**src/hw/rtl/sci_div_cell.sv**
```systemverilog
// ----------------------------------------------------------------------------
// sci_div_cell - one quotient bit of the restoring divider chain
// Compares the running remainder with the divisor, subtracts, shifts left.
// ----------------------------------------------------------------------------
module sci_div_cell #(
  parameter int unsigned DNW = 43,
  parameter int unsigned QW  = 17,
  parameter int unsigned SW  = 2
) (
  input  logic           clk,
  input  logic           rst_n,
  input  logic           en,
  input  logic           valid_i,
  input  logic [DNW:0]   rem_i,
  input  logic [DNW-1:0] den_i,
  input  logic [QW-1:0]  quo_i,
  input  logic [SW-1:0]  side_i,
  output logic           valid_o,
  output logic [DNW:0]   rem_o,
  output logic [DNW-1:0] den_o,
  output logic [QW-1:0]  quo_o,
  output logic [SW-1:0]  side_o
);

  logic           ge;
  logic [DNW:0]   diff;
  logic           valid_r;
  logic [DNW:0]   rem_r;
  logic [DNW-1:0] den_r;
  logic [QW-1:0]  quo_r;
  logic [SW-1:0]  side_r;

  assign ge   = (rem_i >= {1'b0, den_i});
  assign diff = ge ? (rem_i - {1'b0, den_i}) : rem_i;

  always_ff @(posedge clk) begin
    if (!rst_n) begin
      valid_r <= 1'b0;
    end else if (en) begin
      valid_r <= valid_i;
    end
  end

  always_ff @(posedge clk) begin
    if (en) begin
      rem_r  <= {diff[DNW-1:0], 1'b0};
      den_r  <= den_i;
      quo_r  <= {quo_i[QW-2:0], ge};
      side_r <= side_i;
    end
  end

  assign valid_o = valid_r;
  assign rem_o   = rem_r;
  assign den_o   = den_r;
  assign quo_o   = quo_r;
  assign side_o  = side_r;

endmodule

```
**config.mk**
```make
export PLATFORM = sky130hd
export DESIGN_NAME = sci_div_cell
export DESIGN_NICKNAME = d
export VERILOG_FILES = /design/src/hw/rtl/sci_div_cell.sv
export SDC_FILE = /design/constraint.sdc
export NUM_CORES = 1
export LEC_CHECK = 0
export BUFFER_PORTS_ARGS = -buffer_cell sky130_fd_sc_hd__buf_4
export CORE_UTILIZATION = 25
export CTS_CLUSTER_SIZE = 10
export DETAILED_ROUTE_END_ITERATION = 12
export MAX_ROUTING_LAYER = met4
export PLACE_DENSITY = 0.44
export REMOVE_ABC_BUFFERS = 1
export SYNTH_ARGS = -nofsm -noshare
export SYNTH_HDL_FRONTEND = slang
export SYNTH_SLANG_ARGS = --single-unit
```
**constraint.sdc**
```tcl
create_clock -name clk -period 6.1 [get_ports clk]
set_input_delay 1.22 -clock clk [delete_from_list [all_inputs] [get_ports clk]]
set_output_delay 1.22 -clock clk [all_outputs]
set_load 0.02 [all_outputs]
```
==> results of run 1 <==
==> path summary, 6_finish.rpt <==
check	startpoint	slack, ns	to	cells after the start
setup / recovery	rem_i[2]	1.79	rem_o[12]	11
setup reg to reg	valid_o	5.50	valid_o	2
hold reg to reg	valid_o	0.53	valid_o	2
hold / removal	valid_o	0.53	valid_o	2
==> final cells by class <==
class,instances,area [sq um]
clock buffer,9,225
multi-input combinational,440,2900
timing repair buffer,217,1640
inverter,54,203
fill,2619,16500
tap,330,413
clock inverter,7,91.3
sequential,106,3170
==> state kept, by name, indices dropped and copies added, names as in the netlist <==
register / count
den_o: 43
rem_o: 43
quo_o: 17
side_o: 2
valid_o: 1
==> worst max-delay path, cell delays in order <==
cell	delay [ns]
sky130_fd_sc_hd__buf_4	0.11
sky130_fd_sc_hd__ha_1	0.35
sky130_fd_sc_hd__nor2b_1	0.17
sky130_fd_sc_hd__o31ai_1	0.40
sky130_fd_sc_hd__a21oi_1	0.27
sky130_fd_sc_hd__o21ai_1	0.25
sky130_fd_sc_hd__o211ai_2	0.18
sky130_fd_sc_hd__o221ai_2	0.19
sky130_fd_sc_hd__a31o_2	0.58
sky130_fd_sc_hd__buf_4	0.34
sky130_fd_sc_hd__mux2_2	0.35
==> power by group <==
group	leakage (nW)	internal, mW	switching [mW]
logic	2.54	0.285	0.382
clock network	0.152	0.299	0.334
registers	1.03	0.904	0.0214
total	3.73	1.49	0.737
==> placed cells by master (no fill, tap or decap), types with 4 or more instances in the layout <==
| cell type | synthesis | layout |
|---|---|---|
| sky130_fd_sc_hd__o21a_1 | 6 | 6 |
| sky130_fd_sc_hd__nor4_1 | 4 | 4 |
| sky130_fd_sc_hd__xnor2_1 | 21 | 21 |
| sky130_fd_sc_hd__or3_1 | 5 | 5 |
| sky130_fd_sc_hd__nand2b_1 | 6 | 6 |
| sky130_fd_sc_hd__xor2_1 | 16 | 16 |
| sky130_fd_sc_hd__a21o_1 | 17 | 17 |
| sky130_fd_sc_hd__a31oi_1 | 9 | 9 |
| sky130_fd_sc_hd__nor3_1 | 12 | 12 |
| sky130_fd_sc_hd__a221oi_1 | 4 | 4 |
| sky130_fd_sc_hd__nand4_1 | 10 | 10 |
| sky130_fd_sc_hd__o21ai_0 | 57 | 57 |
| sky130_fd_sc_hd__a211oi_1 | 4 | 4 |
| sky130_fd_sc_hd__buf_4 | 1 | 216 |
| sky130_fd_sc_hd__ha_1 | 43 | 43 |
| sky130_fd_sc_hd__nand3_1 | 9 | 9 |
| sky130_fd_sc_hd__nor2b_1 | 7 | 7 |
| sky130_fd_sc_hd__o21bai_1 | 6 | 6 |
| sky130_fd_sc_hd__a21boi_0 | 4 | 4 |
| sky130_fd_sc_hd__edfxtp_1 | 105 | 105 |
| sky130_fd_sc_hd__nor2_1 | 25 | 25 |
| sky130_fd_sc_hd__clkbuf_16 | 0 | 9 |
| sky130_fd_sc_hd__a21oi_1 | 49 | 49 |
| sky130_fd_sc_hd__nand2_1 | 75 | 75 |
| sky130_fd_sc_hd__inv_1 | 54 | 54 |
| sky130_fd_sc_hd__a31o_2 | 4 | 4 |
==> per-stage QoR <==
stage               hold WS (ns)  utilization (%)  instances  area (sq um)
finish                     0.527             34.3       1163          8640
global route               0.552             34.3       1163          8640
CTS                        0.532             34.3       1163          8640
detailed placement         0.508             33.1       1147          8330
global placement           0.506             33.1       1147          8330
floorplan                  0.589                -        600          6270
==> logic make-up after synthesis <==
kind of cell             share of synthesized area [%]
AO/OA/AOI/OAI                                     18.0
AND/OR/NAND/NOR                                   12.7
flip-flops                                        49.5
buffers and inverters                             5.29
adder cells (fa/ha/maj)                           8.71
XOR/XNOR                                          5.06
multiplexers                                     0.683
other                                           0.0585
==> routing by layer <==
layer | GRT usage [%] | share of wire (%) | vias up
li1 | - | - | 2690
met1 | 19.4 | 49 | 2371
met2 | 22.5 | 46 | 132
met3 | 2.27 | 4.4 | 11
met4 | 3.99 | 1.1 | 0
met5 | - | 0 | -
==> impl.org, run 1 <==
** Setup path
- Of all nets on the critical path, the largest fanout is 31.
- At the worst endpoint, the arrival time is 4.43 ns.
- By startpoint and endpoint, the worst setup path is classified as in2reg.
- Required time of the worst setup path :: 6.22 ns
- CP endpoint kind :: flip-flop
- Category of the worst setup path launch point :: input pin

** Floorplan
- Initial Util :: 25.4%
- The floorplan has 58 rows.
- Chip Height :: 162 um
- Width of the chip :: 162 um
- In this run the count of I/O pins placed on the die edge is 217.
- Placeable core region :: 0.0252 sq mm
- The die covers 0.0263 sq mm.

** Global routing
- The via count of the first global-routing pass is 5,245.
- Initial antenna violation count :: 0
- First-pass GRT wire length :: 28,500 um
- Pin count of the biggest net entering global routing :: 59
- In the global route stage, overall resource usage came out at 14.5%.
- Overflow left after global routing :: 0

** Timing
- Final critical delay including setup and external delays :: 4.31 ns
- Max-slew violation total from the final report :: 0
- Post-Route Skew :: 0 ns
- Count of endpoints failing setup in the final report :: 0
- Setup tns final :: 0 ns
- The final hold violation count is 0.
- Across all setup checks in the final design, the least slack found is 1.79 ns.
- Worst slew margin relative to its limit :: 46.2%
- Share of the cycle needed by the critical path after routing :: 70.7%
- Setup repair after global routing left no endpoint under its margin.
- Peak Freq :: 232 MHz
- For the pin with the worst max-slew slack, the measured transition is 0.807 ns.

** Routing
- First-iteration detailed-routing DRC count :: 202
- Number of optimization iterations in the first detailed-route pass :: 4
- Via count :: 5,204
- The routed design has 18,300 um of wire.
- Number of design rule violations left after detail routing :: 0
- Per-cell via count in the routed design :: 4.47
- The count of nets left with antenna violations once routing finished came out at 0.
- Routed wirelength normalized by instance count :: 15.7 um

** Clocking
- Post-CTS setup buffer count :: 0
- TritonCTS built the clock tree.
- Number of H-tree branching levels :: 3
- Hold buffer count at cts :: 0
- Clock latency on the worst-skew pair, taken at its later pin, is 0.37 ns.
- After clock tree synthesis, the clock-pin slew on the worst setup and hold paths is 0.09 ns.
- Number of buffers created by CTS :: 9
- No sink is reached through more buffers than the 2 on the longest clock path.
- CTS saw 106 sinks.
- Library cell used as clock root buffer :: sky130_fd_sc_hd__clkbuf_16
- Once the clock tree was built, the resizer swapped 0 gates to a different size.

** Logic synthesis
- Yosys cell types :: 59
- The mapped netlist covers 0.00641 sq mm.
- Most used DFF post-synth :: sky130_fd_sc_hd__edfxtp_1
- Most numerous cell in the Yosys netlist :: sky130_fd_sc_hd__edfxtp_1
- Each instance of the synthesized netlist takes up on average 10.2 sq um.
- Top cells by area, synth :: sky130_fd_sc_hd__edfxtp_1 49%, sky130_fd_sc_hd__ha_1 8.4%, sky130_fd_sc_hd__o21ai_0 4.5%
- Counting flops and latches in the post-synthesis netlist gives 106.
- Of all cell types, the one taking the most synthesized area is sky130_fd_sc_hd__edfxtp_1.
- Sequential elements use 49.5% of the synthesized area.
- Counting instances in the post-synthesis netlist gives the leading cell types as 105 x sky130_fd_sc_hd__edfxtp_1, 75 x sky130_fd_sc_hd__nand2_1, 57 x sky130_fd_sc_hd__o21ai_0, 54 x sky130_fd_sc_hd__inv_1, 49 x sky130_fd_sc_hd__a21oi_1.
- Synth async-reset ratio :: 0%
- The synthesized design contains 105 enable-type register cells.
- Fraction of post-synthesis cell area in the top cell type by area :: 49.2%
- Synthesis warning total :: 0
- After technology mapping, the gate count stands at 628.

** Final layout
- Net count, final :: 982
- Layout cells sized above 1 :: 29.7%
- Syn-to-layout area delta :: 34.9%
- Number of antenna cells inserted :: 0

** Pwr
- The analysis attributes to cell leakage a power of 3.73 nW.
- After layout, the design draws a total of 2.22 mW.
- Power density over cell area :: 257 mW/mm^2
- The worst-case IR drop observed on VDD is 0.000111 V.

** Min path
- HP Class :: reg2reg

** Status
- The flow ran to the end, and the final reports show no timing, DRC or antenna violations.

** Placed design
- Post-DP HPWL :: 14,500 um
- At the end of routability-driven placement, the weighted congestion stood at 0.761.
- Place WS :: 1.37 ns
- Count of port buffers added during placement :: 214

** Job
- Max-capacitance violation count :: 0
Note: power is estimated with default switching activity, not from simulation.
==> run 2, diff against run 1 <==
Settings changed: ABC_AREA set to 1, PLACE_DENSITY 0.44 to 0.45.
Clock period 6.1 ns to 3.9 ns, I/O delays scaled along.
==> run 2 against run 1 <==
Largest power group unchanged. Combinational power up 71%. Synthesized cell count up 62%. Cell area up 13%. Final cell count up 40%. Total power up 58%. Largest cell class is now multi-input combinational cells. Sequential power up 56%. Flip-flop and latch count unchanged. Wire length up 28%.
==> impl.org, run 2 <==
** Logic synthesis
- Cell area after synthesis :: 0.00745 sq mm (was 0.00641 sq mm)
- Dominant combinational cell family by area after synthesis :: simple AND/OR/NAND/NOR gates (was compound AO/OA/AOI/OAI gates)
- Most instantiated cells after synthesis :: 412 x sky130_fd_sc_hd__nand2_1, 198 x sky130_fd_sc_hd__inv_1, 105 x sky130_fd_sc_hd__edfxtp_1, 63 x sky130_fd_sc_hd__nor2_1, 49 x sky130_fd_sc_hd__nand3_1 (was 105 x sky130_fd_sc_hd__edfxtp_1, 75 x sky130_fd_sc_hd__nand2_1, 57 x sky130_fd_sc_hd__o21ai_0, 54 x sky130_fd_sc_hd__inv_1, 49 x sky130_fd_sc_hd__a21oi_1)
- Post-Synth XOR/XNOR Area :: 2.59% (was 5.06%)
- The cell count after synthesis was 1,016 (was 628).
- Top cells by area, synth :: sky130_fd_sc_hd__edfxtp_1 42%, sky130_fd_sc_hd__nand2_1 21%, sky130_fd_sc_hd__inv_1 10% (was sky130_fd_sc_hd__edfxtp_1 49%, sky130_fd_sc_hd__ha_1 8.4%, sky130_fd_sc_hd__o21ai_0 4.5%)
- The count of warnings emitted by yosys was 0 (unchanged).
- Mux contribution to synthesized area :: 0% (was 0.683%)
- The async set-reset flop share out of synthesis is 0% (unchanged).
- Number of enable-type register cells in the synthesized netlist :: 105 (unchanged)
- The most frequent cell after synthesis was sky130_fd_sc_hd__nand2_1 (was sky130_fd_sc_hd__edfxtp_1).
- Complex-gate fraction of the synthesized area :: 4.03% (was 18.0%)
- The area share of fa/ha/maj cells after synthesis is 7.49% (was 8.71%).
- Simple-gate share of the synthesized area :: 31.4% (was 12.7%)
- Largest area contributor in the netlist :: sky130_fd_sc_hd__edfxtp_1 (unchanged)
- Sequential-to-total area share from yosys stat :: 42.6% (was 49.5%)
- Synthesized flop and latch total :: 106 (unchanged)
- The most used flip-flop cell after synthesis is sky130_fd_sc_hd__edfxtp_1 (unchanged).
- Fraction of post-synthesis cell area in the top cell type by area :: 42.3% (was 49.2%)
- Post-Syn Area per Cell :: 7.33 sq um (was 10.2 sq um)
- The number of distinct library cells after synthesis was 31 (was 59).

** Setup path
- The arrival time of data at the critical path endpoint was 2.95 ns (was 4.43 ns).
- The endpoint kind of the worst setup timing path is a flip-flop (unchanged).
- The critical path's slowest cell was sky130_fd_sc_hd__fa_1 (was sky130_fd_sc_hd__a31o_2).
- The worst path buffer plus inverter count is 5 (was 2).
- The worst-path maximum fanout was 23 (was 31).
- Cell-by-cell trace of the critical path: buf_4 -> inv_1 -> ha_1 -> fa_1 -> inv_1 -> nand2_1 -> nand2_1 -> nand4_1 -> nand3_1 -> nand2_1 -> nand2_2 -> nand2_2 -> nand2_4 -> inv_2 -> buf_12 -> nand2_1 -> nand2_1 (was buf_4 -> ha_1 -> nor2b_1 -> o31ai_1 -> a21oi_1 -> o21ai_1 -> o211ai_2 -> o221ai_2 -> a31o_2 -> buf_4 -> mux2_2).
- Kind of critical path :: in2reg (unchanged)
- Family with the most delay on the worst path :: simple AND/OR/NAND/NOR gates (was compound AO/OA/AOI/OAI gates)
- Largest stage delay on the critical path :: 0.36 ns (was 0.58 ns)
- The library cell appearing most often on the critical path is sky130_fd_sc_hd__nand2_1 (was sky130_fd_sc_hd__buf_4).
- The launching element type of the critical path is an input pin (unchanged).
- The register-to-register setup slack came to 3.26 ns (was 5.50 ns).
- Required time of the worst setup path :: 4.02 ns (was 6.22 ns)

** Min path
- The type of the worst min-delay path is reg2reg (unchanged).

** Placed design
- Count of port buffers added during placement :: 214 (unchanged)
- Cell Area, Placed :: 0.00951 sq mm (was 0.00833 sq mm)
- Cell Count Post-Placement :: 1,608 (was 1,147)
- The placer's final routability congestion estimate is 0.844 (was 0.761).
- The placed wire-length estimate was 19,500 um (was 14,500 um).

** Clocking
- The maximum root-to-sink buffer count was 2 (unchanged).
- Library cell used as clock root buffer :: sky130_fd_sc_hd__clkbuf_16 (unchanged)
- The TritonCTS clock tree was built (unchanged).
- Post-CTS setup buffer count :: 0 (unchanged)
- The clock transition at the registers of the reported paths was 0.07 ns (was 0.09 ns).
- Insertion delay of the later-clocked pin in the worst-skew pair :: 0.36 ns (was 0.37 ns)
- The post-CTS resize count was 0 (unchanged).
- The post-cts hold buffer count came to 0 (unchanged).
- The count of clock tree sinks came to 106 (unchanged).
- Number of buffers created by CTS :: 9 (unchanged)
- Number of H-tree branching levels :: 3 (unchanged)

** Floorplan
- The starting utilization of the core area was 25.7% (was 25.4%).
- Placeable core region :: 0.0290 sq mm (was 0.0252 sq mm)
- Chip Height :: 175 um (was 162 um)
- IO Pins :: 217 (unchanged)
- The area of the die is 0.0305 sq mm (was 0.0263 sq mm).
- Width of the chip :: 175 um (was 162 um)
- The floorplan row count is 62 (was 58).

** Timing
- The worst relative slew slack was 67.0% (was 46.2%).
- For this run, the top clock speed supported by timing is 353 MHz.
- RSZ-0062 raised after global routing :: false (unchanged)
- Hold Fails Final Rpt :: 0 (unchanged)
- Max-slew violation total from the final report :: 0 (unchanged)
- The slew at the pin closest to its max-slew limit came to 0.490 ns (was 0.807 ns).
- The worst setup skew after layout came to 0 ns (unchanged).
- Count of endpoints failing setup in the final report :: 0 (unchanged)
- Final critical delay including setup and external delays :: 2.83 ns
- Share of the cycle needed by the critical path after routing :: 72.6%
- The post-route worst hold slack is 0.549 ns (was 0.527 ns).
- Setup tns final :: 0 ns (unchanged)

** Global routing
- The remaining global-route overflow was 0 (unchanged).
- Total Routing Usage GR :: 16.2% (was 14.5%)
- Pin count of the biggest net entering global routing :: 59 (unchanged)
- First-pass GRT wire length :: 36,600 um (was 28,500 um)
- Vias in the first global route :: 6,764 (was 5,245)
- The initial antenna violation count was 0 (unchanged).

** Routing
- Number of design rule violations left after detail routing :: 0 (unchanged)
- WL final :: 23,500 um (was 18,300 um)
- Per-cell via count in the routed design :: 4.13 (was 4.47)
- The via count came to 6,712 (was 5,204).
- First-iteration detailed-routing DRC count :: 330 (was 202)
- Post-detailed-route count of antenna-violating nets :: 0 (unchanged)
- The wire length per cell is 14.5 um (was 15.7 um).
- Number of optimization iterations in the first detailed-route pass :: 5 (was 4)

** Final layout
- Number of antenna cells inserted :: 0 (unchanged)
- The non-filler instance count after layout was 1,624 (was 1,163).
- The design area was 0.00980 sq mm (was 0.00864 sq mm).
- Count of filler cells inserted in the layout :: 3,226 (was 2,619)
- The most common cell after layout, fill and taps aside was sky130_fd_sc_hd__nand2_1 (was sky130_fd_sc_hd__buf_4).
- Net count, final :: 1,389 (was 982)
- The growth of design area from synthesis to finish was 31.5% (was 34.9%).
- The area used by sequential logic in the layout is 0.00317 sq mm (unchanged).
- The share of layout cells above drive strength 1 is 21.3% (was 29.7%).
- The multi-input combinational cell area was 0.00340 sq mm (was 0.00290 sq mm).
- Most used cells in the layout excluding fill and tap cells :: 412 x sky130_fd_sc_hd__nand2_1, 215 x sky130_fd_sc_hd__buf_4, 198 x sky130_fd_sc_hd__inv_1, 105 x sky130_fd_sc_hd__edfxtp_1, 63 x sky130_fd_sc_hd__nor2_1 (was 216 x sky130_fd_sc_hd__buf_4, 105 x sky130_fd_sc_hd__edfxtp_1, 75 x sky130_fd_sc_hd__nand2_1, 57 x sky130_fd_sc_hd__o21ai_0, 54 x sky130_fd_sc_hd__inv_1)

** Pwr
- The largest vdd supply drop is 0.000166 V (was 0.000111 V).
- The power density normalized to cell area is 360 mW/mm^2 (was 257 mW/mm^2).
- The static leakage came to 5.16 nW (was 3.73 nW).

** Status
- Status: finished clean (unchanged).

** Job
- Max-capacitance violation count :: 0 (unchanged)
==> run 2: cell families after synthesis <==
kind of cell / count (synthesis)
compound gates: 57
xor+xnor: 22
fa+ha+maj: 44
buf+inv: 218
flops: 106
other cells: 1
simple gates: 568
==> run 2: worst paths after layout <==
path	cells after the start	start	to
setup reg to reg	2	valid_o	valid_o
hold reg to reg	2	valid_o	valid_o
setup / recovery	17	rem_i[0]	rem_o[20]
hold / removal	2	valid_o	valid_o
==> run 2: final cells by class <==
| class | instances | area share, % |
|---|---|---|
| multi-input combinational | 692 | 34.7 |
| inverter | 208 | 7.97 |
| sequential | 106 | 32.4 |
| clock inverter | 6 | 0.664 |
| tap | 384 | 4.90 |
| timing repair buffer | 218 | 17.1 |
| clock buffer | 10 | 2.34 |
==> run 2: worst min-delay path: cells and delay by family (launching register included) <==
family / cells / cell delay (ns)
AO/OA/AOI/OAI: 2 / 0.20
flip-flops: 1 / 0.31
==> run 2: per-stage QoR <==
stage,power (mW),util (%),worst slack [ns]
floorplan,2.12,-,0.901
global placement,2.62,32.8,0.670
detailed placement,2.62,32.8,0.681
CTS,3.59,33.8,1.07
global route,3.75,33.8,0.841
finish,3.52,33.8,1.07
==> run 2: metal layers <==
metal | track usage (%) | up-vias | share of wire [%]
met5 | - | - | 0
met4 | 3.51 | 0 | 0.87
met3 | 2.83 | 12 | 4.2
met2 | 25.0 | 143 | 45
met1 | 22.1 | 2983 | 50
li1 | - | 3574 | -
==> run 2: report_power, final <==
group          switching (mW)  internal, mW  total (mW)
Combinational           0.707         0.436        1.14
Clock                   0.444         0.501       0.945
Sequential             0.0315          1.41        1.44
Total                    1.18          2.34        3.52
