File: config.mk
export PLATFORM = sky130hd
export DESIGN_NAME = sci_sqrt_cell
export DESIGN_NICKNAME = d
export VERILOG_FILES = /design/src/hw/rtl/sci_sqrt_cell.sv
export SDC_FILE = /design/constraint.sdc
export NUM_CORES = 1
export LEC_CHECK = 0
export ABC_AREA = 1
export BUFFER_PORTS_ARGS = -buffer_cell sky130_fd_sc_hd__buf_2
export CAP_MARGIN = 40
export CELL_PAD_IN_SITES_DETAIL_PLACEMENT = 0
export CELL_PAD_IN_SITES_GLOBAL_PLACEMENT = 1
export CORE_UTILIZATION = 39
export CTS_CLUSTER_SIZE = 20
export DETAILED_ROUTE_END_ITERATION = 12
export HOLD_SLACK_MARGIN = 0.02
export PLACE_DENSITY_LB_ADDON = 0.08
export SLEW_MARGIN = 20
export SYNTH_ARGS = -nofsm -noshare
export SYNTH_HDL_FRONTEND = slang
export SYNTH_SLANG_ARGS = --single-unit
File: constraint.sdc
create_clock -name clk -period 3.6 [get_ports clk]
set_clock_uncertainty 0.2 [all_clocks]
set_input_delay 0.36 -clock clk [delete_from_list [all_inputs] [get_ports clk]]
set_output_delay 0.36 -clock clk [all_outputs]
set_load 0.005 [all_outputs]
File: src/hw/rtl/sci_sqrt_cell.sv
// ----------------------------------------------------------------------------
// sci_sqrt_cell - one root bit of the floor square root chain
// Takes two radicand bits, tries (root<<2)|1 against the partial remainder.
// ----------------------------------------------------------------------------
module sci_sqrt_cell #(
  parameter int unsigned RB = 41,
  parameter int unsigned SW = 1
) (
  input  logic            clk,
  input  logic            rst_n,
  input  logic            en,
  input  logic            valid_i,
  input  logic [RB+1:0]   rem_i,
  input  logic [RB-1:0]   root_i,
  input  logic [2*RB-1:0] rad_i,
  input  logic [SW-1:0]   side_i,
  output logic            valid_o,
  output logic [RB+1:0]   rem_o,
  output logic [RB-1:0]   root_o,
  output logic [2*RB-1:0] rad_o,
  output logic [SW-1:0]   side_o
);

  logic [RB+3:0] rem_t, trial;
  logic          ge;
  logic          valid_r;
  logic [RB+1:0] rem_r;
  logic [RB-1:0] root_r;
  logic [2*RB-1:0] rad_r;
  logic [SW-1:0] side_r;

  assign rem_t = {rem_i, rad_i[2*RB-1:2*RB-2]};
  assign trial = {2'b00, root_i, 2'b01};
  assign ge    = (rem_t >= trial);

  always_ff @(posedge clk) begin
    if (!rst_n) begin
      valid_r <= 1'b0;
    end else if (en) begin
      valid_r <= valid_i;
    end
  end

  always_ff @(posedge clk) begin
    if (en) begin
      rem_r  <= ge ? (RB+2)'(rem_t - trial) : (RB+2)'(rem_t);
      root_r <= {root_i[RB-2:0], ge};
      rad_r  <= {rad_i[2*RB-3:0], 2'b00};
      side_r <= side_i;
    end
  end

  assign valid_o = valid_r;
  assign rem_o   = rem_r;
  assign root_o  = root_r;
  assign rad_o   = rad_r;
  assign side_o  = side_r;

endmodule

==> flow_summary_export.csv, run 1 <==
group,metric,value,unit
status,status,"finished clean",
flow_run,drv_cap,0,
global_routing,grt_max_degree,69,
pwr,p_int,3.80,mW
worst_setup_path,cp_num_buf_inv,5,
die,die_area,24600,µm²
synthesis,synth_area_leaders,"edfxtp_1 53%, nand2_1 16%, inv_1 8.2%",
finish,multi_input_area,3490,µm²
synthesis,synth_compound_area_share,2.46,%
cts,clockBufferDepth,2,
pwr,p_per_area,411,nW/µm²
finish,post-route-cell-area,13200,µm²
worst_hold_path,hold_start,"rem_i[1]",
synthesis,synthCells,1100,
worst_setup_path,cp_max_fo,32,
worst_setup_path,cp_common_cell,"nand2_1",
route,drt_iter0_markers,406,
worst_setup_path,r2r_cells,3,
route,vias,8684,
synthesis,yosys.area.top_type_share,53.0,%
timing,fin_ws,0.537,ns
worst_hold_path,whs_endpoint,"rem_o[3]",
timing,hold_violations,0,
cts,cts_tree,"yes",
route,vias_per_cell,4.56,
worst_setup_path,start_kind,"primary input",
die,die-width,157,µm
timing,setup-violations-final,0,
worst_setup_path,crit_required,3.58,ns
worst_hold_path,hold_class,"in2reg",
timing,fin_worst_hold_slack,0.0416,ns
cts,clkTransAtPathRegs,0.08,ns
synthesis,synth_adder_area_share,5.76,%
worst_setup_path,worstSetupEndpointType,"flip-flop",
finish,drive_gt1_share,24.4,%
timing,finalCriticalPeriod,3.06,ns
timing,drv_slew,0,
timing,relSlewSlack,54.8,%
cts,clock-sinks,166,
pwr,seq_power_share,44.2,%
cts,cts.htree.levels,4,
timing,rsz0062_at_grt,"false",
cts,cts-resized-gates,0,
synthesis,async_flop_share,0,%
synthesis,ys_types,29,
timing,tns,0,ns
synthesis,avgSynthCellArea,8.50,µm²
route,route.final.wire_length,29.9,mm
synthesis,ys_warn_count,0,
global_routing,grt_usage,24.1,%
worst_setup_path,worstSetupPathType,"in2reg",
pwr,combPwrFrac,22.0,%
pwr,p_sw_share,30.1,%
pwr,power.leakage,6.71,nW
pwr,ir_drop,0.274,mV
pwr,switchingPower,1.63,mW
timing,min_period_over_period,85.1,%
timing,fmax,0.326,GHz
placement,dp_cells,1748,
finish,final_cells,1904,
worst_setup_path,arrival,3.04,ns
synthesis,synth_mux_area_share,0,%
finish,nFillCells,2198,
cts,root_buffer,"clkbuf_16",
synthesis,synth-simple-area-share,26.8,%
synthesis,synth_edf_count,165,
global_routing,grt_pass1_vias,8553,
placement,placed_cell_area,11400,µm²
synthesis,synth_xor_xnor_area_share,2.25,%
finish,areaGrowthSynthToFinish,41.5,%
die,rows,56,
synthesis,synthTopCellsByCount,"393 x nand2_1, 204 x inv_1, 165 x edfxtp_1",
placement,place_congestion,0.894,
synthesis,ys_seq_elements,166,
placement,place_ws,0.634,ns
die,ios,339,
cts,clock_latency,0.43,ns
synthesis,yosysTopAreaCell,"edfxtp_1",
worst_setup_path,worstReg2RegEnd,"valid_o",
route,firstDrtPassIters,5,
die,initial_core_util,39.8,%
worst_setup_path,timing.rr.start,"valid_o",
placement,port_buffers,336,
worst_setup_path,slowest_stage,"dlygate4sd3_1",
placement,dp_hpwl,22.4,mm
die,coreArea,23500,µm²
timing,worst_pin_slew,0.678,ns
synthesis,ys_seq_area_share,53.2,%
route,ant_nets,0,
worst_setup_path,worstPathCellList,"dlygate4sd3_1 -> buf_2 -> inv_1 -> ha_1 -> nand2_1 -> nor2_1 -> nand2_1 -> inv_1 -> nand2_1 -> nand2_1 -> nand3_1 -> nand2_1 -> nand2_2 -> buf_12 -> nand3_1 -> nand2_1",
worst_setup_path,cp_top_family,"simple AND/OR/NAND/NOR gates",
pwr,p_clk_share,33.9,%
synthesis,ys.flop_type,"edfxtp_1",
route,wl_per_cell,15.7,µm
global_routing,grt_pass1_wl,45.2,mm
synthesis,synthesis.area,9350,µm²
synthesis,synth_top_family_by_area,"simple AND/OR/NAND/NOR gates",
finish,regArea,4970,µm²
synthesis,yosysMostFrequentCell,"nand2_1",
finish,nNetsFinal,1785,
global_routing,grt-ovfl-total,0,
die,die_y,157,µm
global_routing,antenna_found_initial,1,
worst_hold_path,worstHoldPathCells,3,
worst_setup_path,r2r_slack,2.16,ns
cts,numCtsBuffers,17,
worst_setup_path,cp_slowest_stage_delay,0.53,ns
route,drc,0,
## layout by cell type, fill, tap and decap left out, types with 7 or more instances in the layout
master | synthesis | routed
nand3_1 | 92 | 92
nand2_1 | 393 | 393
xor2_1 | 21 | 21
nor2_1 | 87 | 87
nand3b_1 | 9 | 9
nor2_2 | 7 | 7
ha_1 | 43 | 43
edfxtp_1 | 165 | 165
clkbuf_16 | 0 | 17
a21oi_1 | 29 | 29
inv_1 | 204 | 204
buf_2 | 4 | 335
dlygate4sd3_1 | 0 | 123
## flip-flops by register name, summed over array words and instances (netlist names)
name / flops
rad_o: 80
rem_o: 43
root_o: 41
side_o: 1
valid_o: 1
## layout make-up
| cell class | instances | area share (%) |
|---|---|---|
| inverters | 204 | 5.79 |
| clock inverters | 14 | 1.19 |
| multi-input cells | 717 | 26.4 |
| repair buffers | 465 | 22.7 |
| clock buffers | 18 | 3.25 |
| well taps | 319 | 3.02 |
| flip-flops and latches | 166 | 37.6 |
| diodes | 1 | 0.0189 |
## worst max path at each step
stage | startpoint | endpoint | slack, ns | cells past startpoint
after global routing | root_i[5] | rem_o[7] | 0.34 | 16
after detailed placement | root_i[5] | rem_o[37] | 0.63 | 15
final | root_i[5] | rem_o[37] | 0.54 | 16
after global placement | root_i[5] | rem_o[39] | 0.63 | 15
after CTS | root_i[5] | rem_o[37] | 0.55 | 16
after floorplan | root_i[10] | rem_o[13] | 1.38 | 14
## logic make-up after synthesis
group	count (synthesis)
simple gates	606
fa+ha+maj	43
flops	166
xor+xnor	24
buf+inv	218
compound gates	42
other cells	1
## power groups by stage
stage          Combinational [mW]  Sequential (mW)  Clock [mW]
6_report                     1.19             2.40        1.84
4_1_cts                      1.20             2.40        1.88
3_3_place_gp                 1.09             2.43           0
5_1_grt                      1.33             2.42        1.95
3_5_place_dp                 1.09             2.44           0
2_1_floorplan               0.530             2.47           0
## metal layers
layer	wire length (µm)	track usage, %	up-vias	part of all wire, %
li1	-	-	4418	-
met1	13000	29.6	3969	43
met2	14600	42.7	258	49
met3	1500	3.74	39	5.0
met4	782	8.54	0	2.6
met5	0	0	-	0
## timing repair
item | CTS | global route
hold endpoints to repair | 122 | 0
setup buffers | 0 | 0
hold buffers | 123 | 0
endpoints found under the setup margin | 0 | 0
## tightest hold or removal path: stages
cell and delay, ns:
buf_2 0.09, nand3_1 0.07, nand2_1 0.06
## metrics by stage
stage	util, %	total power, mW
5_1_grt	56.3	5.70
3_3_place_gp	48.6	3.52
6_report	56.3	5.43
4_1_cts	56.3	5.48
2_1_floorplan	-	3.00
3_5_place_dp	48.6	3.53
Power figures use the tool's default switching activity.
==> run 2: changes to the inputs <==
--- a/config.mk
+++ b/config.mk
@@ -5,12 +5,12 @@
 export SDC_FILE = /design/constraint.sdc
 export NUM_CORES = 1
 export LEC_CHECK = 0
-export ABC_AREA = 1
+export ABC_AREA = 0
 export BUFFER_PORTS_ARGS = -buffer_cell sky130_fd_sc_hd__buf_2
 export CAP_MARGIN = 40
 export CELL_PAD_IN_SITES_DETAIL_PLACEMENT = 0
 export CELL_PAD_IN_SITES_GLOBAL_PLACEMENT = 1
-export CORE_UTILIZATION = 39
+export CORE_UTILIZATION = 41
 export CTS_CLUSTER_SIZE = 20
 export DETAILED_ROUTE_END_ITERATION = 12
 export HOLD_SLACK_MARGIN = 0.02
==> run 2 against run 1 <==
Against the previous run: worst hold slack lost 0.0027 ns; critical path depth shrank 4; largest power group unchanged; utilization grew 5.2 points; non-clock buffer count grew 22; first-iteration DRC count shrank 36%.
==> flow_summary_export.csv, run 2 <==
group,metric,value,unit
route,met1_length,10.1,mm
worst_setup_path,worstSetupEndpointType,"flip-flop",
worst_setup_path,worstSetupPathType,"in2reg",
route,firstDrtPassIters,4,
cts,clock_latency,0.42,ns
finish,final_cell_mix,"335 x buf_2, 165 x edfxtp_1, 125 x dlygate4sd3_1",
finish,final_cells,1416,
finish,final_common_cell,"buf_2",
cts,clockBufferDepth,2,
worst_setup_path,cp-startpoint,"rem_i[1]",
timing,hold_violations,0,
cts,root_buffer,"clkbuf_16",
synthesis,async_flop_share,0,%
pwr,p_per_area,435,nW/µm²
die,die_area,21400,µm²
global_routing,grt_pass1_wl,38.2,mm
placement,place_ws,-0.0204,ns
synthesis,yosys.area.top_type_share,58.0,%
status,status,"finished clean",
timing,rsz0062_at_grt,"false",
route,vias_per_cell,4.88,
synthesis,ys_seq_elements,166,
route,vias,6916,
die,die_y,146,µm
global_routing,grt_usage,23.1,%
pwr,ir_drop,0.273,mV
worst_setup_path,cp_slowest_stage_delay,0.53,ns
route,highest_layer,"met4",
cts,cts_tree,"yes",
worst_setup_path,crit_required,3.58,ns
global_routing,antenna_found_initial,1,
placement,dp_cells,1257,
synthesis,synthesis.area,8540,µm²
pwr,power.leakage,5.69,nW
timing,fmax,0.290,GHz
flow_run,drv_cap,0,
worst_setup_path,cp_num_buf_inv,3,
cts,clkTransAtPathRegs,0.07,ns
worst_hold_path,hold_class,"in2reg",
global_routing,grt_pass1_vias,7051,
worst_setup_path,crit_end,"rem_o[23]",
worst_hold_path,hold_start,"rem_i[0]",
worst_setup_path,start_kind,"primary input",
cts,cts.htree.levels,4,
die,ios,339,
timing,relSlewSlack,57.3,%
timing,setup-violations-final,0,
timing,drv_slew,0,
finish,drive_gt1_share,39.0,%
synthesis,synthTopCellsByCount,"165 x edfxtp_1, 52 x inv_1, 43 x ha_1",
die,initial_core_util,42.1,%
worst_setup_path,worstReg2RegEnd,"valid_o",
finish,final_util,61.6,%
die,rows,52,
route,dr_wl_met2,12.5,mm
cts,numCtsBuffers,17,
synthesis,ys_seq_area_share,58.2,%
finish,largest_reg_flops,80,
global_routing,grt-ovfl-total,0,
worst_setup_path,worstPathCellList,"dlygate4sd3_1 -> buf_2 -> ha_1 -> o21ai_2 -> a22oi_4 -> a221oi_4 -> o21ai_4 -> o211ai_4 -> a2111oi_4 -> nand2b_4 -> buf_12 -> mux2_4",
synthesis,synth_area_leaders,"edfxtp_1 58%, ha_1 6.3%, mux2_4 6.2%",
route,route.final.wire_length,24.6,mm
synthesis,ys.flop_type,"edfxtp_1",
synthesis,yosysTopAreaCell,"edfxtp_1",
timing,fin_ws,0.156,ns
route,drt_iter0_markers,261,
synthesis,synthCells,648,
synthesis,yosysMostFrequentCell,"edfxtp_1",
die,coreArea,20300,µm²
timing,finalCriticalPeriod,3.44,ns
synthesis,ys_types,66,
route,wl_met3,1.31,mm
worst_setup_path,r2r_cells,3,
timing,worst_pin_slew,0.633,ns
timing,min_period_over_period,95.7,%
route,ant_nets,0,
worst_setup_path,cp.depth,12,
placement,place_congestion,0.801,
synthesis,ys_warn_count,0,
finish,areaGrowthSynthToFinish,46.3,%
synthesis,avgSynthCellArea,13.2,µm²
placement,port_buffers,336,
die,die-width,146,µm
route,drc,0,
finish,nNetsFinal,1346,
worst_setup_path,cp_max_fo,18,
route,wl_per_cell,17.4,µm
global_routing,grt_max_degree,64,
worst_setup_path,arrival,3.42,ns
placement,dp_hpwl,17.8,mm
worst_setup_path,slowest_stage,"dlygate4sd3_1",
cts,clock-sinks,166,
synthesis,synth_edf_count,165,
worst_setup_path,cp_top_family,"compound AO/OA/AOI/OAI gates",
worst_setup_path,timing.rr.start,"valid_o",
worst_setup_path,r2r_slack,2.22,ns
-- run 2: changes by cell type after synthesis, moves of 15 or more --
cell	previous run	this run
inv_1	204	52
nand3_1	92	13
a21o_1	1	24
nand2_1	393	37
mux2_4	0	35
nor2_1	87	29
xnor2_1	3	18
-- run 2: per-layer routing --
layer | up-vias | GRT usage (%)
li1 | 3406 | -
met1 | 3222 | 27.5
met2 | 248 | 40.4
met3 | 40 | 4.78
met4 | 0 | 10.1
met5 | - | 0
-- run 2: report_power, final --
part	internal [mW]	total (mW)	switching [mW]	leakage (nW)
Combinational	0.643	1.24	0.596	3.78
Sequential	2.36	2.41	0.0462	1.62
Clock	0.932	1.79	0.860	0.283
-- run 2: cell families (layout without fill, tap and decap cells) --
group | after synthesis | after routing | share of synthesized area [%]
flops | 166 | 166 | 58.2
compound gates | 148 | 148 | 12.4
simple gates | 136 | 136 | 7.98
buf+inv | 76 | 572 | 4.32
fa+ha+maj | 43 | 43 | 6.30
mux | 41 | 41 | 6.91
xor+xnor | 37 | 37 | 3.79
other cells | 1 | 3 | 0.0439
-- run 2: worst min-delay path by stage --
stage	end	cells after the start
CTS	rem_o[2]	2
global route	rem_o[2]	2
global placement	valid_o	2
detailed placement	valid_o	2
finish	rem_o[2]	2
floorplan	rad_o[10]	0
-- run 2: final cells by class --
| type | instances | area [µm²] |
|---|---|---|
| sequential | 166 | 4970 |
| antenna | 1 | 2.50 |
| inverter | 53 | 199 |
| multi-input combinational | 407 | 3220 |
| clock inverter | 14 | 151 |
| tap | 270 | 338 |
| fill | 1687 | 7800 |
| timing repair buffer | 487 | 3190 |
| clock buffer | 18 | 429 |
-- run 2: through the flow --
step,total power [mW],cell area [µm²],hold slack (ns),TNS (ns)
after floorplan,3.08,8550,0.259,0
after global placement,3.57,10600,0.294,0
after detailed placement,3.57,10600,0.318,-0.0204
after CTS,5.49,12400,0.0229,0
after global routing,5.68,12500,0.0278,0
final,5.44,12500,0.0390,0
-- run 2: repair_timing --
action                                  4_1_cts  5_1_grt
hold endpoints to repair                    124        0
hold buffers                                125        0
endpoints found under the setup margin        0       23
resized for setup                             0        8
setup buffers                                 0        0
==> run 3: changes to the inputs <==
--- a/config.mk
+++ b/config.mk
@@ -10,6 +10,7 @@
 export CAP_MARGIN = 40
 export CELL_PAD_IN_SITES_DETAIL_PLACEMENT = 0
 export CELL_PAD_IN_SITES_GLOBAL_PLACEMENT = 1
+export CORE_ASPECT_RATIO = 1.5
 export CORE_UTILIZATION = 41
 export CTS_CLUSTER_SIZE = 20
 export DETAILED_ROUTE_END_ITERATION = 12
==> run 3 against run 2 <==
Against the previous run: via count is 1.9% higher; combinational power hardly changed; highest routed layer unchanged; first-iteration DRC count is 15% higher; critical path depth stayed put; largest power group unchanged; critical endpoint is now rem_o[19]; worst hold slack better by 0.00053 ns.
==> flow_summary_export.csv, run 3 (synthesized netlist as in run 2, its figures left out) <==
group,metric,value,unit
pwr,p_clk_share,34.4,%
worst_setup_path,worstSetupEndpointType,"flip-flop",
die,die_area,21400,µm²
global_routing,antenna_found_initial,2,
pwr,p_sw_share,25.3,%
cts,clock_latency,0.43,ns
route,wl_per_cell,17.9,µm
timing,relSlewSlack,53.2,%
cts,cts.htree.levels,4,
die,rows,64,
cts,numCtsBuffers,17,
timing,drv_slew,0,
worst_setup_path,cp_max_fo,14,
cts,clockBufferDepth,2,
status,status,"finished clean",
worst_hold_path,hold_class,"in2reg",
timing,fmax,0.288,GHz
placement,port_buffers,336,
timing,worst_pin_slew,0.695,ns
finish,largest_reg_flops,80,
pwr,p_per_area,445,nW/µm²
global_routing,grt_pass1_wl,37.4,mm
worst_setup_path,start_kind,"primary input",
placement,placed_cell_area,10600,µm²
placement,dp_hpwl,18.5,mm
pwr,combPwrFrac,22.4,%
finish,areaGrowthSynthToFinish,46.6,%
finish,nNetsFinal,1346,
finish,post-route-cell-area,12500,µm²
pwr,power.leakage,5.70,nW
worst_setup_path,crit_required,3.58,ns
pwr,switchingPower,1.41,mW
timing,min_period_over_period,96.4,%
route,drt_iter0_markers,299,
worst_setup_path,arrival,3.45,ns
cts,cts_tree,"yes",
placement,dp_cells,1250,
global_routing,grt_usage,23.3,%
cts,root_buffer,"clkbuf_16",
placement,place_congestion,0.811,
pwr,ir_drop,0.245,mV
die,die-width,120,µm
route,route.final.wire_length,25.2,mm
timing,hold_violations,0,
route,drc,0,
die,initial_core_util,41.8,%
route,ant_nets,0,
global_routing,grt-ovfl-total,0,
finish,final_util,61.4,%
pwr,seq_power_share,43.3,%
timing,finalCriticalPeriod,3.47,ns
cts,clock-sinks,166,
finish,final_common_cell,"buf_2",
die,die_y,179,µm
die,coreArea,20400,µm²
global_routing,grt_pass1_vias,7013,
finish,final_cell_mix,"335 x buf_2, 165 x edfxtp_1, 125 x dlygate4sd3_1",
finish,multi_input_area,3230,µm²
cts,clkTransAtPathRegs,0.07,ns
flow_run,drv_cap,0,
worst_setup_path,worstSetupPathType,"in2reg",
route,firstDrtPassIters,5,
pwr,p_int,4.17,mW
timing,setup-violations-final,0,
die,ios,339,
route,vias_per_cell,5.00,
finish,final_cells,1408,
finish,regArea,4970,µm²
route,vias,7046,
global_routing,grt_max_degree,76,
finish,drive_gt1_share,38.9,%
finish,nFillCells,1708,
[run 3: cell count changes in the layout (fill, tap and decap cells not counted), sizes merged]
cell / before / now
clkbuf: 19 / 18
inv: 62 / 56
clkinvlp: 1 / 2
bufinv: 0 / 4
[run 3: worst paths after layout]
kind                            startpoint        end  slack (ns)  cells past startpoint
worst min register to register     valid_o    valid_o        0.86                      3
worst min-delay path              rem_i[0]   rem_o[2]        0.04                      2
worst max register to register     valid_o    valid_o        2.26                      3
worst max-delay path              rem_i[1]  rem_o[19]        0.13                     12
[run 3: layer usage]
metal | up-vias | GRT usage [%] | wire [µm]
li1 | 3404 | - | -
met1 | 3364 | 25.3 | 9600
met2 | 247 | 42.9 | 13500
met3 | 31 | 6.04 | 1540
met4 | 0 | 9.32 | 601
met5 | - | 0 | 0
[run 3: final cells by class]
| class | instances | area share (%) |
|---|---|---|
| flip-flops and latches | 166 | 39.7 |
| clock buffers | 17 | 3.40 |
| inverters | 53 | 1.59 |
| well taps | 264 | 2.64 |
| clock inverters | 13 | 1.44 |
| diodes | 1 | 0.0200 |
| multi-input cells | 407 | 25.8 |
| repair buffers | 487 | 25.5 |
[run 3: power groups by stage]
stage | sequential, mW | combinational [mW] | clock [mW]
floorplan | 2.48 | 0.593 | 0
global placement | 2.45 | 1.12 | 0
detailed placement | 2.45 | 1.13 | 0
CTS | 2.41 | 1.24 | 1.95
global route | 2.43 | 1.36 | 2.02
finish | 2.41 | 1.25 | 1.92
[run 3: critical path: stages]
cell	delay (ns)
dlygate4sd3_1	0.53
buf_2	0.13
ha_1	0.37
o21ai_2	0.11
a22oi_4	0.27
a221oi_4	0.12
o21ai_4	0.23
o211ai_4	0.12
a2111oi_4	0.40
nand2b_4	0.25
clkbuf_16	0.23
mux2_4	0.31
[run 3: stage by stage]
stage | setup WS (ns) | power (mW) | hold slack (ns) | TNS [ns]
final | 0.130 | 5.58 | 0.0395 | 0
after global routing | -0.0142 | 5.81 | 0.0352 | -0.137
after CTS | 0.0110 | 5.61 | 0.0205 | 0
after detailed placement | 0.0834 | 3.58 | 0.305 | 0
after global placement | 0.138 | 3.56 | 0.295 | 0
after floorplan | 0.541 | 3.08 | 0.259 | 0
[run 3: repair_timing]
| item | in CTS | in global routing |
|---|---|---|
| endpoints found under the setup margin | 0 | 28 |
| endpoints found under the hold margin | 124 | 0 |
| hold buffers | 125 | 0 |
| resized for setup | 0 | 7 |
| buffers inserted | 0 | 1 |
